File: config.mk
export PLATFORM = sky130hd
export DESIGN_NAME = phase_window_deskew_control
export DESIGN_NICKNAME = d
export VERILOG_FILES = /design/src/rtl/core/pwdc_pkg.sv /design/src/rtl/core/pwdc_cfg.sv /design/src/rtl/core/pwdc_window.sv /design/src/rtl/core/phase_window_deskew_control.sv
export SDC_FILE = /design/constraint.sdc
export NUM_CORES = 1
export LEC_CHECK = 0
export CORE_ASPECT_RATIO = 0.7
export CORE_MARGIN = 4
export CORE_UTILIZATION = 39
export DETAILED_ROUTE_END_ITERATION = 6
export DONT_BUFFER_PORTS = 1
export GPL_TIMING_DRIVEN = 0
export PLACE_DENSITY = 0.57
export SLEW_MARGIN = 10
export SYNTH_ARGS = -nofsm -noshare
export SYNTH_HDL_FRONTEND = slang
export SYNTH_SLANG_ARGS = --single-unit
File: constraint.sdc
create_clock -name i_clk -period 10.1 [get_ports i_clk]
set_clock_uncertainty 0.1 [all_clocks]
set_input_delay 0.505 -clock i_clk [delete_from_list [all_inputs] [get_ports i_clk]]
set_output_delay 0.505 -clock i_clk [all_outputs]
set_load 0.01 [all_outputs]
File: src/rtl/core/pwdc_pkg.sv
// ----------------------------------------------------------------------------
// Phase window deskew control package
// Result codes and the result record shared by the window logic and the top.
// ----------------------------------------------------------------------------
`timescale 1ns / 1ps
`default_nettype none

package pwdc_pkg;

    localparam int unsigned OUT_BITS   = 8;
    localparam logic [7:0]  SKEW_RESET = 8'd127;

    typedef enum logic [2:0] {
        ST_OK           = 3'd0,
        ST_INIT_SKEW    = 3'd1,
        ST_BEFORE_REL   = 3'd2,
        ST_TAIL_LIMIT   = 3'd3,
        ST_AHEAD_LIMIT  = 3'd4,
        ST_HALTED       = 3'd5
    } t_status;

    typedef enum logic [0:0] {
        OP_PACKET = 1'b0,
        OP_END    = 1'b1
    } t_opcode;

    typedef struct packed {
        logic [OUT_BITS-1:0] release_count;
        logic [OUT_BITS-1:0] release_start;
        logic [OUT_BITS-1:0] store_phase;
        logic                store_valid;
        t_status             status;
    } t_result;

endpackage

`default_nettype wire

File: src/rtl/core/pwdc_cfg.sv
// ----------------------------------------------------------------------------
// Phase window deskew configuration register
// APB-style register file holding the max_skew register.
// ----------------------------------------------------------------------------
`timescale 1ns / 1ps
`default_nettype none

module pwdc_cfg (
    input  wire logic        i_clk,
    input  wire logic        i_rst_n,
    input  wire logic        psel,
    input  wire logic        penable,
    input  wire logic        pwrite,
    input  wire logic [2:0]  paddr,
    input  wire logic [31:0] pwdata,
    output logic      [31:0] prdata,
    output logic             pready,
    output logic      [7:0]  o_max_skew
);

    logic [7:0] r_max_skew;
    logic       hit;

    assign hit    = (paddr[2] == 1'b0);
    assign pready = 1'b1;

    always_ff @(posedge i_clk) begin
        if (!i_rst_n) begin
            r_max_skew <= pwdc_pkg::SKEW_RESET;
        end else if (psel && penable && pwrite && pready && hit) begin
            r_max_skew <= pwdata[7:0];
        end
    end

    assign prdata     = hit ? {24'd0, r_max_skew} : 32'd0;
    assign o_max_skew = r_max_skew;

endmodule

`default_nettype wire

File: src/rtl/core/pwdc_window.sv
// ----------------------------------------------------------------------------
// Phase window deskew window logic
// Holds the tail/head window state and computes one result per item.
// ----------------------------------------------------------------------------
`timescale 1ns / 1ps
`default_nettype none

module pwdc_window #(
    parameter int unsigned PHASE_BITS = 8
) (
    input  wire logic              i_clk,
    input  wire logic              i_rst_n,
    input  wire logic              i_valid,
    input  wire logic              i_opcode,
    input  wire logic [7:0]        i_phase,
    input  wire logic [7:0]        i_max_skew,
    output pwdc_pkg::t_result      o_result
);

    localparam int unsigned WB = ((PHASE_BITS > 8) ? PHASE_BITS : 8) + 2;

    logic [PHASE_BITS-1:0] r_tail_phase, n_tail_phase;
    logic [PHASE_BITS-1:0] r_head_phase, n_head_phase;
    logic                  r_tail_known, n_tail_known;
    logic                  r_head_known, n_head_known;
    logic                  r_move_ok, n_move_ok;
    logic                  r_halted, n_halted;

    logic [WB-1:0]         phase_w, cur_w, tail_w, skew_w;
    logic [PHASE_BITS-1:0] cur;
    logic [PHASE_BITS-1:0] th, hc, tc;
    logic [PHASE_BITS-1:0] d1, d2;
    logic [WB-1:0]         mag, th_tc, th_hc, rel;
    pwdc_pkg::t_result     res;

    function automatic logic [PHASE_BITS-1:0] ring_dist(
        input logic [PHASE_BITS-1:0] a,
        input logic [PHASE_BITS-1:0] b
    );
        logic [PHASE_BITS-1:0] x, y;
        x = a - b;
        y = b - a;
        return (x < y) ? x : y;
    endfunction

    assign phase_w = WB'(i_phase);
    assign cur     = phase_w[PHASE_BITS-1:0];
    assign cur_w   = WB'(cur);
    assign tail_w  = WB'(r_tail_phase);
    assign skew_w  = WB'(i_max_skew);

    assign th    = ring_dist(r_tail_phase, r_head_phase);
    assign hc    = ring_dist(r_head_phase, cur);
    assign tc    = ring_dist(r_tail_phase, cur);
    assign d1    = r_tail_phase - cur;
    assign d2    = cur - r_tail_phase;
    assign mag   = (r_tail_phase >= cur) ? WB'(d1) : WB'(d2);
    assign th_tc = WB'(th) + WB'(tc);
    assign th_hc = WB'(th) + WB'(hc);
    assign rel   = th_hc - skew_w;

    always_comb begin
        n_tail_phase = r_tail_phase;
        n_head_phase = r_head_phase;
        n_tail_known = r_tail_known;
        n_head_known = r_head_known;
        n_move_ok    = r_move_ok;
        n_halted     = r_halted;

        res               = '0;
        res.status        = pwdc_pkg::ST_OK;
        res.store_valid   = 1'b1;
        res.store_phase   = cur_w[7:0];

        if (i_opcode == pwdc_pkg::OP_END) begin
            res.store_valid = 1'b0;
            res.store_phase = '0;
            if (r_halted) begin
                res.status = pwdc_pkg::ST_HALTED;
            end else if (r_tail_known && (i_max_skew != 8'd0)) begin
                res.release_start = tail_w[7:0];
                res.release_count = i_max_skew;
            end
            n_tail_phase = '0;
            n_head_phase = '0;
            n_tail_known = 1'b0;
            n_head_known = 1'b0;
            n_move_ok    = 1'b1;
            n_halted     = 1'b0;
        end else if (r_halted) begin
            res             = '0;
            res.status      = pwdc_pkg::ST_HALTED;
        end else if (!r_tail_known) begin
            n_tail_phase = cur;
            n_tail_known = 1'b1;
        end else if (!r_head_known) begin
            if (mag > skew_w) begin
                res        = '0;
                res.status = pwdc_pkg::ST_INIT_SKEW;
                n_halted   = 1'b1;
            end else if (r_tail_phase < cur) begin
                n_head_phase = cur;
                n_head_known = 1'b1;
            end else if (r_tail_phase > cur) begin
                n_head_phase = r_tail_phase;
                n_tail_phase = cur;
                n_head_known = 1'b1;
            end
        end else if ((WB'(hc) + WB'(tc)) > WB'(th)) begin
            if (tc < hc) begin
                if (th_tc < skew_w) begin
                    if (!r_move_ok) begin
                        res        = '0;
                        res.status = pwdc_pkg::ST_BEFORE_REL;
                        n_halted   = 1'b1;
                    end else begin
                        n_tail_phase = cur;
                    end
                end else begin
                    res        = '0;
                    res.status = pwdc_pkg::ST_TAIL_LIMIT;
                    n_halted   = 1'b1;
                end
            end else if (WB'(hc) < skew_w) begin
                if (th_hc >= skew_w) begin
                    n_move_ok = 1'b0;
                    if (rel != '0) begin
                        res.release_start = tail_w[7:0];
                    end
                    res.release_count = (rel > WB'(255)) ? 8'd255 : rel[7:0];
                    n_tail_phase      = r_tail_phase + rel[PHASE_BITS-1:0];
                end
                n_head_phase = r_head_phase + hc;
            end else begin
                res        = '0;
                res.status = pwdc_pkg::ST_AHEAD_LIMIT;
                n_halted   = 1'b1;
            end
        end
    end

    always_ff @(posedge i_clk) begin
        if (!i_rst_n) begin
            r_tail_phase <= '0;
            r_head_phase <= '0;
            r_tail_known <= 1'b0;
            r_head_known <= 1'b0;
            r_move_ok    <= 1'b1;
            r_halted     <= 1'b0;
        end else if (i_valid) begin
            r_tail_phase <= n_tail_phase;
            r_head_phase <= n_head_phase;
            r_tail_known <= n_tail_known;
            r_head_known <= n_head_known;
            r_move_ok    <= n_move_ok;
            r_halted     <= n_halted;
        end
    end

    assign o_result = res;

`ifndef SYNTH
    a_halt_needs_tail: assert property (@(posedge i_clk) disable iff (!i_rst_n)
        r_halted |-> r_tail_known)
        else $error("halted without a known tail");

    a_head_needs_tail: assert property (@(posedge i_clk) disable iff (!i_rst_n)
        r_head_known |-> r_tail_known)
        else $error("head known without a tail");

    a_move_lock_needs_head: assert property (@(posedge i_clk) disable iff (!i_rst_n)
        !r_move_ok |-> r_head_known)
        else $error("tail backup locked before the head is known");

    a_fatal_halts: assert property (@(posedge i_clk) disable iff (!i_rst_n)
        (i_valid && (i_opcode == pwdc_pkg::OP_PACKET) &&
         ((res.status == pwdc_pkg::ST_INIT_SKEW) ||
          (res.status == pwdc_pkg::ST_BEFORE_REL) ||
          (res.status == pwdc_pkg::ST_TAIL_LIMIT) ||
          (res.status == pwdc_pkg::ST_AHEAD_LIMIT))) |=> r_halted)
        else $error("fatal error did not halt the block");
`endif

endmodule

`default_nettype wire

File: src/rtl/core/phase_window_deskew_control.sv
// An accepted item is held in the input register; its result in the output register.
// Throughput: one item per cycle unless the output stalls.
// Both stages stall only when the output register holds an untaken result.
// Reset is synchronous and active low; it clears the window state and sets
// max_skew to 127.
// ----------------------------------------------------------------------------
// Phase window deskew control
// Input register, window update logic and result register for packet phases.
// ----------------------------------------------------------------------------
`timescale 1ns / 1ps
`default_nettype none

module phase_window_deskew_control #(
    parameter int unsigned PHASE_BITS = 8
) (
    input  wire logic        i_clk,
    input  wire logic        i_rst_n,
    input  wire logic        s_axis_tvalid,
    output logic             s_axis_tready,
    input  wire logic [7:0]  s_axis_tdata,   // [7:0] phase
    input  wire logic        s_axis_tuser,   // [0] opcode
    output logic             m_axis_tvalid,
    input  wire logic        m_axis_tready,
    // [2:0] status, [3] store_valid, [11:4] store_phase,
    // [19:12] release_start, [27:20] release_count, [31:28] zero
    output logic      [31:0] m_axis_tdata,
    input  wire logic        psel,
    input  wire logic        penable,
    input  wire logic        pwrite,
    input  wire logic [2:0]  paddr,
    input  wire logic [31:0] pwdata,
    output logic      [31:0] prdata,
    output logic             pready
);

    logic              r_in_valid;
    logic              r_in_opcode;
    logic [7:0]        r_in_phase;
    logic              r_out_valid;
    pwdc_pkg::t_result r_out_res;
    pwdc_pkg::t_result win_res;
    logic [7:0]        max_skew;
    logic              advance;

    assign advance       = r_in_valid && (!r_out_valid || m_axis_tready);
    assign s_axis_tready = !r_in_valid || advance;

    pwdc_cfg u_cfg (
        .i_clk      (i_clk),
        .i_rst_n    (i_rst_n),
        .psel       (psel),
        .penable    (penable),
        .pwrite     (pwrite),
        .paddr      (paddr),
        .pwdata     (pwdata),
        .prdata     (prdata),
        .pready     (pready),
        .o_max_skew (max_skew)
    );

    pwdc_window #(
        .PHASE_BITS (PHASE_BITS)
    ) u_window (
        .i_clk      (i_clk),
        .i_rst_n    (i_rst_n),
        .i_valid    (advance),
        .i_opcode   (r_in_opcode),
        .i_phase    (r_in_phase),
        .i_max_skew (max_skew),
        .o_result   (win_res)
    );

    always_ff @(posedge i_clk) begin
        if (!i_rst_n) begin
            r_in_valid <= 1'b0;
        end else if (s_axis_tready) begin
            r_in_valid <= s_axis_tvalid;
        end
    end

    always_ff @(posedge i_clk) begin
        if (s_axis_tvalid && s_axis_tready) begin
            r_in_opcode <= s_axis_tuser;
            r_in_phase  <= s_axis_tdata;
        end
    end

    always_ff @(posedge i_clk) begin
        if (!i_rst_n) begin
            r_out_valid <= 1'b0;
        end else if (advance) begin
            r_out_valid <= 1'b1;
        end else if (m_axis_tready) begin
            r_out_valid <= 1'b0;
        end
    end

    always_ff @(posedge i_clk) begin
        if (advance) begin
            r_out_res <= win_res;
        end
    end

    assign m_axis_tvalid = r_out_valid;
    assign m_axis_tdata  = {4'd0, r_out_res.release_count, r_out_res.release_start,
                            r_out_res.store_phase, r_out_res.store_valid,
                            r_out_res.status};

endmodule

`default_nettype wire
==> results.sh, run 1 <==
export IMPL_status="complete, no violations"
export IMPL_path_common_cell="a21oi_1"
export IMPL_overflow=0
export IMPL_gp_congestion=0.899
export IMPL_irDropWorstVdd_mv=0.126
export IMPL_multiInputGateArea_sq_mm=0.00643
export IMPL_power_mw=1.74
export IMPL_slew_violations=0
export IMPL_n_antenna_cell=0
export IMPL_fin_setup_tns_ns=0
export IMPL_critPathMaxFanout=9
export IMPL_relSlewSlack_pct=16.7
export IMPL_clk_latency_ns=0.35
export IMPL_min_from="s_axis_tdata[2]"
export IMPL_tightest_slew_ns=1.24
export IMPL_grt_max_degree=33
export IMPL_die_w_microns=187
export IMPL_synthTopCellsByArea="ha_1 19%, edfxtp_1 13%, dfxtp_1 6.9%, xnor2_1 5.8%, inv_1 4.5%"
export IMPL_grt_usage_pct=20.3
export IMPL_root_buffer="clkbuf_16"
export IMPL_synth_cells=1065
export IMPL_initialDrtViolationCount=774
export IMPL_fp_dieH_microns=133
export IMPL_dr_pass1_iters=5
export IMPL_end_kind="flip-flop"
export IMPL_reg2reg_to="m_axis_tdata[4]"
export IMPL_min_period_ns=9.21
export IMPL_grt_antenna_before_repair=0
export IMPL_crit_arrival_ns=9.32
export IMPL_start_util_pct=40.0
export IMPL_portBuffers=0
export IMPL_wl_microns=26200
export IMPL_p_int_mw=0.924
export IMPL_ios=118
export IMPL_hpwl_microns=21700
export IMPL_critPathLaunchType="flip-flop"
export IMPL_clockPowerShare_pct=18.6
export IMPL_cts_clk_slew_worst_paths_ns=0.06
export IMPL_clock_sinks=67
export IMPL_critPathSlowestCell="a31oi_1"
export IMPL_register_area_sq_mm=0.00171
export IMPL_p_sw_share_pct=46.9
export IMPL_area_growth_pct=9.02
export IMPL_setup_violations_final=0
export IMPL_yosys_register_bits=67
export IMPL_placed_cells=1374
export IMPL_drc=0
export IMPL_grt_pass1_vias=6888
export IMPL_cts_buffers=9
export IMPL_setup_ws_ns=0.892
export IMPL_synth_edf_count=37
export IMPL_leakage_nw=4.30
export IMPL_synth_avg_cell_area_sq_um=8.23
export IMPL_ys_warn_count=0
export IMPL_yosysMostFrequentCell="ha_1"
export IMPL_combPwrFrac_pct=63.2
export IMPL_hold_path_endpoint="r_in_phase[2]"
export IMPL_max_freq_mhz=109
export IMPL_criticalPathCategory="reg -> reg"
export IMPL_mappedNetlistArea_sq_mm=0.00877
export IMPL_die_area_sq_mm=0.0250
export IMPL_p_seq_share_pct=18.2
export IMPL_synth_flop_cell="edfxtp_1"
export IMPL_p_switching_mw=0.815
export IMPL_rows=45
export IMPL_fin_cells=1394
export IMPL_hold_depth=0
export IMPL_rsz0062_at_grt="false"
export IMPL_final_cell_area_sq_mm=0.00956
export IMPL_hold_class="in -> reg"
export IMPL_yosysTopAreaCell="ha_1"
export IMPL_fin_crit_sh_pct=91.2
export IMPL_r2r_slack_ns=0.89
export IMPL_avgRoutedWirePerCell_microns=18.8
export IMPL_power_density_mw_per_mm2=182
export IMPL_hold_viol_final=0
export IMPL_synth_commonest_cells="132 x ha_1, 106 x inv_1, 94 x nor2_1"
export IMPL_vias=7686
export IMPL_num_nets_final=1300
export IMPL_fill_cells=2191
export IMPL_tritoncts="built"
export IMPL_synth_top_area_share_pct=18.8
export IMPL_drive_gt1_share_pct=7.10
export IMPL_required_ns=10.21
export IMPL_cap_viol_max_count=0
export IMPL_viasPerCell=5.51
export IMPL_grt_pass1_wl_microns=39900
export IMPL_synth_distinct_cells=79
export IMPL_r2r_start="r_in_phase[0]"
export IMPL_cts_htree_levels=3
export IMPL_reg2reg_depth=30
export IMPL_placed_cell_area_sq_mm=0.00922
export IMPL_async_flop_share_pct=0
export IMPL_synth_seq_area_share_pct=19.5
export IMPL_antenna_left=0
export IMPL_dp_slack_ns=0.533
export IMPL_cts_buffer_depth=2
export IMPL_cpPeakStageDelay_ns=0.87
export IMPL_coreArea_sq_mm=0.0219
==> cell type report <==
class,count,share of cell area [%]
Multi-Input combinational cell,863,67.3
Sequential cell,67,17.9
Inverter,107,4.20
Tap cell,282,3.69
Buffer,55,3.47
Clock buffer,9,2.36
Clock inverter,7,0.772
Timing Repair Buffer,4,0.314
==> through the flow <==
stage	util, %	hold slack (ns)
floorplan	-	0.343
global placement	42.1	0.396
detailed placement	42.1	0.398
CTS	43.5	0.143
global route	43.6	0.138
finish	43.6	0.158
==> layer usage <==
metal | up-vias | share of wire, % | track usage [%] | wire length [microns]
met2 | 260 | 38 | 27.5 | 9880
met4 | 0 | 1.0 | 3.49 | 263
met5 | - | 0 | 0 | 0
li1 | 3793 | - | - | -
met3 | 20 | 8.6 | 4.95 | 2250
met1 | 3613 | 53 | 32.4 | 13900
==> worst max-delay path: cells and delay by family, from the launching register on <==
kind	cells	cell delay [ns]
AOI/OAI and AO/OA	15	4.00
xor gates and xnor gates	2	0.22
adders and majority gates	5	1.61
buffers and inverters	4	0.78
DFF	1	0.55
muxes	1	0.86
and+or+nand+nor	3	0.93
==> power by group through the flow <==
| stage | combinational [mW] | clock, mW | sequential [mW] |
|---|---|---|---|
| floorplan | 0.827 | 0 | 0.315 |
| global placement | 1.07 | 0 | 0.322 |
| detailed placement | 1.07 | 0 | 0.322 |
| CTS | 1.08 | 0.329 | 0.316 |
| global route | 1.22 | 0.341 | 0.317 |
| finish | 1.10 | 0.324 | 0.316 |
==> registers in the layout (all words and copies together) (netlist names) <==
name / cells
m_axis_tdata: 28
r_in_phase: 8
m_axis_tvalid: 1
r_in_opcode: 1
u_cfg.o_max_skew: 8
u_window.r_tail_known: 1
u_window.r_move_ok: 1
u_window.r_tail_phase: 8
u_window.r_head_phase: 8
u_window.r_halted: 1
u_window.r_head_known: 1
r_in_valid: 1
==> layout by cell type (no fill, tap or decap), types with 6 or more instances in the layout <==
cell type / synthesis / final
a211o_1: 6 / 6
a211oi_1: 23 / 23
a21boi_1: 7 / 7
a21o_1: 18 / 18
a21oi_1: 64 / 64
a31oi_1: 11 / 11
and2_1: 18 / 18
and3_1: 8 / 8
buf_4: 30 / 34
clkbuf_1: 19 / 19
clkbuf_16: 0 / 9
conb_1: 2 / 29
dfxtp_1: 30 / 30
edfxtp_1: 37 / 37
fa_1: 10 / 10
ha_1: 132 / 132
inv_1: 106 / 105
maj3_1: 6 / 6
mux2_2: 12 / 12
mux2i_1: 28 / 28
nand2_1: 77 / 77
nand2b_1: 17 / 17
nand3_1: 12 / 12
nand4_1: 9 / 9
nor2_1: 94 / 94
nor2b_1: 17 / 17
nor3_1: 7 / 7
nor3b_1: 9 / 9
o211ai_1: 12 / 12
o21a_1: 14 / 14
o21ai_0: 40 / 39
o21ai_1: 10 / 11
o21bai_1: 21 / 21
xnor2_1: 58 / 58
xor2_1: 19 / 19
==> kinds of logic after synthesis <==
kind of cell,synth area share [%]
and+or+nand+nor,15.8
AOI/OAI and AO/OA,21.7
buffers and inverters,8.36
adders and majority gates,21.9
xor gates and xnor gates,7.69
DFF,19.5
muxes,4.90
other,0.0857
==> what timing repair did <==
| action | 4_1_cts | 5_1_grt |
|---|---|---|
| setup buffers | 0 | 4 |
| hold buffers | 0 | 0 |
| endpoints found under the setup margin | 0 | 34 |
| resized for setup | 0 | 2 |
==> how the worst max path moves through the flow <==
stage / from / end / slack [ns] / depth (start not counted)
floorplan: r_in_phase[1] / m_axis_tdata[20] / 2.90 / 38
global route: u_window.r_tail_phase[1] / m_axis_tdata[4] / 0.28 / 36
finish: r_in_phase[0] / m_axis_tdata[4] / 0.89 / 30
global placement: r_in_phase[1] / m_axis_tdata[7] / 0.51 / 37
detailed placement: r_in_phase[1] / m_axis_tdata[10] / 0.53 / 37
CTS: r_in_phase[1] / m_axis_tdata[4] / 0.48 / 37
Note: power is estimated with default switching activity, not from simulation.
==> run 2, diff against run 1 <==
- ABC_AREA: unset -> 1
==> results.sh, run 2 <==
export IMPL_final_cell_area_sq_mm=0.00948
export IMPL_synth_commonest_cells="192 x nand2_1, 158 x inv_1, 132 x ha_1"
export IMPL_root_buffer="clkbuf_16"
export IMPL_clk_latency_ns=0.35
export IMPL_rsz0062_at_grt="false"
export IMPL_critPathLaunchType="flip-flop"
export IMPL_drc=0
export IMPL_portBuffers=0
export IMPL_async_flop_share_pct=0
export IMPL_path_common_cell="nand2_1"
export IMPL_rows=45
export IMPL_synth_flop_cell="edfxtp_1"
export IMPL_largest_reg_flops=28
export IMPL_ctsResizeCount=0
export IMPL_grt_met1_usage_pct=33.6
export IMPL_overflow=0
export IMPL_wl_microns=26500
export IMPL_fin_crit_sh_pct=78.3
export IMPL_cts_buffer_depth=2
export IMPL_viasPerCell=5.22
export IMPL_top_usage_layer="met1"
export IMPL_slew_violations=0
export IMPL_relSlewSlack_pct=20.0
export IMPL_hold_class="in -> reg"
export IMPL_tritoncts="built"
export IMPL_die_area_sq_mm=0.0247
export IMPL_layout_commonest_cell="nand2_1"
export IMPL_grt_max_degree=32
export IMPL_cts_htree_levels=3
export IMPL_synth_top_area_share_pct=19.0
export IMPL_cpPeakStageDelay_ns=0.95
export IMPL_yosysTopAreaCell="ha_1"
export IMPL_grt_usage_pct=21.3
export IMPL_crit_buf_inv=5
export IMPL_tightest_slew_ns=1.19
export IMPL_synth_distinct_cells=57
export IMPL_vias=7858
export IMPL_cp_top_family="compound AO/OA/AOI/OAI gates"
export IMPL_area_growth_pct=9.35
export IMPL_setup_violations_final=0
export IMPL_grt_pass1_vias=7231
export IMPL_coreArea_sq_mm=0.0218
export IMPL_use_met3_pct=5.33
export IMPL_gp_congestion=0.963
export IMPL_yosysMostFrequentCell="nand2_1"
export IMPL_initialDrtViolationCount=591
export IMPL_use_met2_pct=29.7
export IMPL_grt_pass1_wl_microns=41200
export IMPL_criticalPathCategory="reg -> reg"
export IMPL_synth_seq_area_share_pct=19.7
export IMPL_synth_avg_cell_area_sq_um=7.36
export IMPL_cts_setup_buffers=0
export IMPL_drive_gt1_share_pct=11.6
export IMPL_end_kind="flip-flop"
export IMPL_setup_ws_ns=2.20
export IMPL_synthTopCellsByArea="ha_1 19%, edfxtp_1 13%, nand2_1 8.3%, dfxtp_1 6.9%, inv_1 6.8%"
export IMPL_yosys_register_bits=67
export IMPL_max_freq_mhz=127
export IMPL_ys_warn_count=0
export IMPL_n_antenna_cell=0
export IMPL_critPathSlowestCell="o21ai_0"
export IMPL_clock_sinks=67
export IMPL_reg2reg_depth=35
export IMPL_synth_edf_count=37
export IMPL_critPathMaxFanout=9
export IMPL_ios=118
export IMPL_required_ns=10.24
export IMPL_avgRoutedWirePerCell_microns=17.6
export IMPL_cts_buffers=9
export IMPL_start_util_pct=39.8
export IMPL_synth_cells=1179
export IMPL_mostFrequentLayoutCells="192 x nand2_1, 157 x inv_1, 132 x ha_1, 95 x nor2_1, 94 x a21oi_1"
export IMPL_hpwl_microns=22000
export IMPL_status="complete, no violations"
export IMPL_hold_viol_final=0
export IMPL_placed_cell_area_sq_mm=0.00914
export IMPL_min_period_ns=7.90
export IMPL_dr_pass1_iters=5
export IMPL_dp_slack_ns=2.35
export IMPL_hold_depth=0
export IMPL_hold_buffers=0
export IMPL_cp_depth=35
export IMPL_grt_antenna_before_repair=0
export IMPL_die_w_microns=186
export IMPL_mappedNetlistArea_sq_mm=0.00867
export IMPL_fin_setup_tns_ns=0
export IMPL_antenna_left=0
export IMPL_num_nets_final=1412
export IMPL_fp_dieH_microns=133
export IMPL_crit_arrival_ns=8.04
export IMPL_cap_viol_max_count=0
export IMPL_cts_clk_slew_worst_paths_ns=0.06
[run 2: metrics by stage]
step / cells / util, % / hold WS (ns)
global route: 1506 / 43.5 / 0.147
detailed placement: 1490 / 42.0 / 0.410
floorplan: 1206 / - / 0.379
CTS: 1506 / 43.5 / 0.151
finish: 1506 / 43.5 / 0.159
global placement: 1488 / 41.9 / 0.407
[run 2: path summary, 6_finish.rpt]
kind / startpoint / endpoint / slack [ns]
worst max register to register: r_in_phase[1] / u_window.r_tail_phase[6] / 2.20
worst min-delay path: s_axis_tuser / r_in_opcode / 0.16
worst max-delay path: r_in_phase[1] / u_window.r_tail_phase[6] / 2.20
worst min register to register: u_window.r_move_ok / u_window.r_move_ok / 0.42
[run 2: area by class of cell]
class                   instances  area (sq um)
multi-input cells             921          6090
repair buffers                  2          15.0
flip-flops and latches         67          1710
fillers                      2230         12300
plain buffers                  53           352
inverters                     165           619
well taps                     282           353
clock buffers                  10           229
clock inverters                 6           113
[run 2: metal layers]
layer | vias up | routed length [microns]
li1 | 3972 | -
met1 | 3593 | 13400
met2 | 269 | 10600
met3 | 24 | 2260
met4 | 0 | 233
met5 | - | 0
[run 2: kinds of logic (layout without fill, tap and decap cells)]
kind of cell	count (synthesis)	in the layout	share of synthesized area [%]
fa+ha+maj	142	142	21.4
compound gates	239	239	16.2
simple gates	444	444	24.7
flops	67	67	19.7
other cells	2	29	0.0866
xor+xnor	67	67	6.77
buf+inv	218	236	11.2
Power of run 2 is not shown: default switching activity piles up to over one toggle a cycle in this logic, so the estimate is an artifact.
==> run 3, diff against run 2 <==
- ABC_AREA: 1 -> 0
- PLACE_DENSITY: 0.57 -> 0.59
- clock period: 10.1 -> 6.9 ns (I/O delays scaled with it)
==> results.sh, run 3 (synthesis results as in run 1) <==
export IMPL_cp_depth=33
export IMPL_initialDrtViolationCount=688
export IMPL_end_kind="flip-flop"
export IMPL_start_util_pct=40.0
export IMPL_cap_viol_max_count=0
export IMPL_layout_commonest_cell="ha_1"
export IMPL_fin_crit_sh_pct=106
export IMPL_slew_violations=0
export IMPL_grt_pass1_wl_microns=44000
export IMPL_dp_slack_ns=-1.98
export IMPL_fp_dieH_microns=133
export IMPL_tightest_slew_ns=1.19
export IMPL_largest_reg_flops=28
export IMPL_setup_violations_final=43
export IMPL_gp_congestion=0.912
export IMPL_area_growth_pct=24.0
export IMPL_cts_clk_slew_worst_paths_ns=0.07
export IMPL_multiInputGateArea_sq_mm=0.00710
export IMPL_root_buffer="clkbuf_16"
export IMPL_status="finished with violations"
export IMPL_required_ns=7.02
export IMPL_p_switching_mw=1.41
export IMPL_fill_cells=2080
export IMPL_drive_gt1_share_pct=21.6
export IMPL_max_freq_mhz=137
export IMPL_num_nets_final=1367
export IMPL_endpoint="m_axis_tdata[5]"
export IMPL_avgRoutedWirePerCell_microns=19.4
export IMPL_grt_max_degree=33
export IMPL_setup_ws_ns=-0.414
export IMPL_p_seq_share_pct=15.0
export IMPL_coreArea_sq_mm=0.0219
export IMPL_path_common_cell="a21oi_2"
export IMPL_relSlewSlack_pct=20.2
export IMPL_p_sw_share_pct=45.7
export IMPL_power_density_mw_per_mm2=284
export IMPL_cts_buffers=9
export IMPL_wl_microns=28400
export IMPL_clk_latency_ns=0.35
export IMPL_r2r_start="r_in_phase[0]"
export IMPL_viasPerCell=5.52
export IMPL_hold_viol_final=0
export IMPL_hold_depth=2
export IMPL_tritoncts="built"
export IMPL_p_int_mw=1.67
export IMPL_violations="setup timing"
export IMPL_overflow=0
export IMPL_combPwrFrac_pct=68.3
export IMPL_cts_buffer_depth=2
export IMPL_n_antenna_cell=0
export IMPL_clock_sinks=67
export IMPL_rows=45
export IMPL_die_w_microns=187
export IMPL_vias=8071
export IMPL_criticalPathCategory="reg -> reg"
export IMPL_min_period_ns=7.31
export IMPL_hold_class="in -> reg"
export IMPL_placed_cells=1374
export IMPL_critPathMaxFanout=6
export IMPL_dr_pass1_iters=5
export IMPL_cts_htree_levels=3
export IMPL_clockPowerShare_pct=16.7
export IMPL_portBuffers=0
export IMPL_hpwl_microns=21700
export IMPL_die_area_sq_mm=0.0250
export IMPL_grt_antenna_before_repair=0
export IMPL_cpPeakStageDelay_ns=0.53
export IMPL_cp_top_family="compound AO/OA/AOI/OAI gates"
export IMPL_reg2reg_to="m_axis_tdata[5]"
export IMPL_leakage_nw=4.78
export IMPL_critPathLaunchType="flip-flop"
export IMPL_drc=0
export IMPL_rsz0062_at_grt="true"
export IMPL_r2r_slack_ns=-0.41
export IMPL_grt_pass1_vias=7842
export IMPL_crit_start="r_in_phase[0]"
export IMPL_power_mw=3.09
export IMPL_grt_usage_pct=22.2
export IMPL_crit_arrival_ns=7.44
export IMPL_fin_cells=1461
export IMPL_irDropWorstVdd_mv=0.239
export IMPL_antenna_left=0
export IMPL_register_area_sq_mm=0.00172
export IMPL_reg2reg_depth=33
export IMPL_crit_buf_inv=6
export IMPL_ios=118
export IMPL_mostFrequentLayoutCells="123 x ha_1, 95 x inv_1, 86 x buf_4, 80 x nor2_1, 76 x nand2_1"
export IMPL_critPathSlowestCell="edfxtp_1"
==> run 3: cell count changes in the layout (fill, tap and decap cells not counted), sizes merged, moves of 21 or more <==
cell    change
buf        +54
nand2     -146
o21ai      -22
xnor2      +38
inv        -59
a211oi     +21
mux2i      +29
nand3      -57
xor2       -28
a21oi      -33
==> run 3: power by group through the flow <==
stage | Combinational (mW) | Sequential [mW] | Clock (mW)
2_1_floorplan | 1.21 | 0.462 | 0
3_3_place_gp | 1.56 | 0.472 | 0
3_5_place_dp | 1.58 | 0.471 | 0
4_1_cts | 1.95 | 0.463 | 0.521
5_1_grt | 2.31 | 0.465 | 0.538
6_report | 2.11 | 0.463 | 0.515
==> run 3: worst register-to-register path, delay by kind of cell (launching register included) <==
kind	cells	cell delay, ns
mux	1	0.43
simple gates	3	0.66
buf+inv	6	0.75
xor+xnor	2	0.29
fa+ha+maj	5	1.40
flops	1	0.53
compound gates	16	3.06
==> run 3: worst min path at each step <==
stage,startpoint,end,slack [ns]
2_1_floorplan,u_window.r_move_ok,u_window.r_move_ok,0.34
3_3_place_gp,s_axis_tdata[0],r_in_phase[0],0.34
3_5_place_dp,s_axis_tdata[7],r_in_phase[7],0.34
4_1_cts,s_axis_tvalid,r_in_valid,0.02
5_1_grt,s_axis_tvalid,r_in_valid,0.03
6_report,s_axis_tvalid,r_in_valid,0.03
==> run 3: per-stage QoR <==
step	cell area (sq um)	hold slack, ns	utilization (%)	TNS [ns]
after floorplan	8880	0.343	-	0
after global placement	9230	0.344	42.1	-76.82
after detailed placement	9230	0.344	42.1	-79.67
after CTS	10600	0.0156	48.4	-3.35
after global routing	10900	0.0278	49.6	-26.72
final	10900	0.0251	49.6	-14.14
==> run 3: repair_timing <==
action,4_1_cts,5_1_grt
hold buffers,9,0
setup buffers,54,9
pin swaps,56,30
resized for setup,113,50
endpoints found under the setup margin,46,46
hold endpoints to repair,9,0
gates cloned,1,0
==> run 3: layer usage <==
metal | wire length (microns) | share of wire (%) | vias to the layer above | global-route usage [%]
met3 | 3050 | 11 | 32 | 6.55
met5 | 0 | 0 | - | 0
met2 | 11500 | 41 | 271 | 32.1
met4 | 409 | 1.4 | 0 | 4.06
li1 | - | - | 3931 | -
met1 | 13400 | 47 | 3837 | 33.0
==> run 3: cell type report <==
type,count,share of cell area [%]
multi-input cells,863,65.4
flip-flops and latches,67,15.8
repair buffers,73,5.71
inverters,107,3.80
well taps,282,3.25
plain buffers,53,3.07
clock buffers,9,2.07
clock inverters,7,0.921
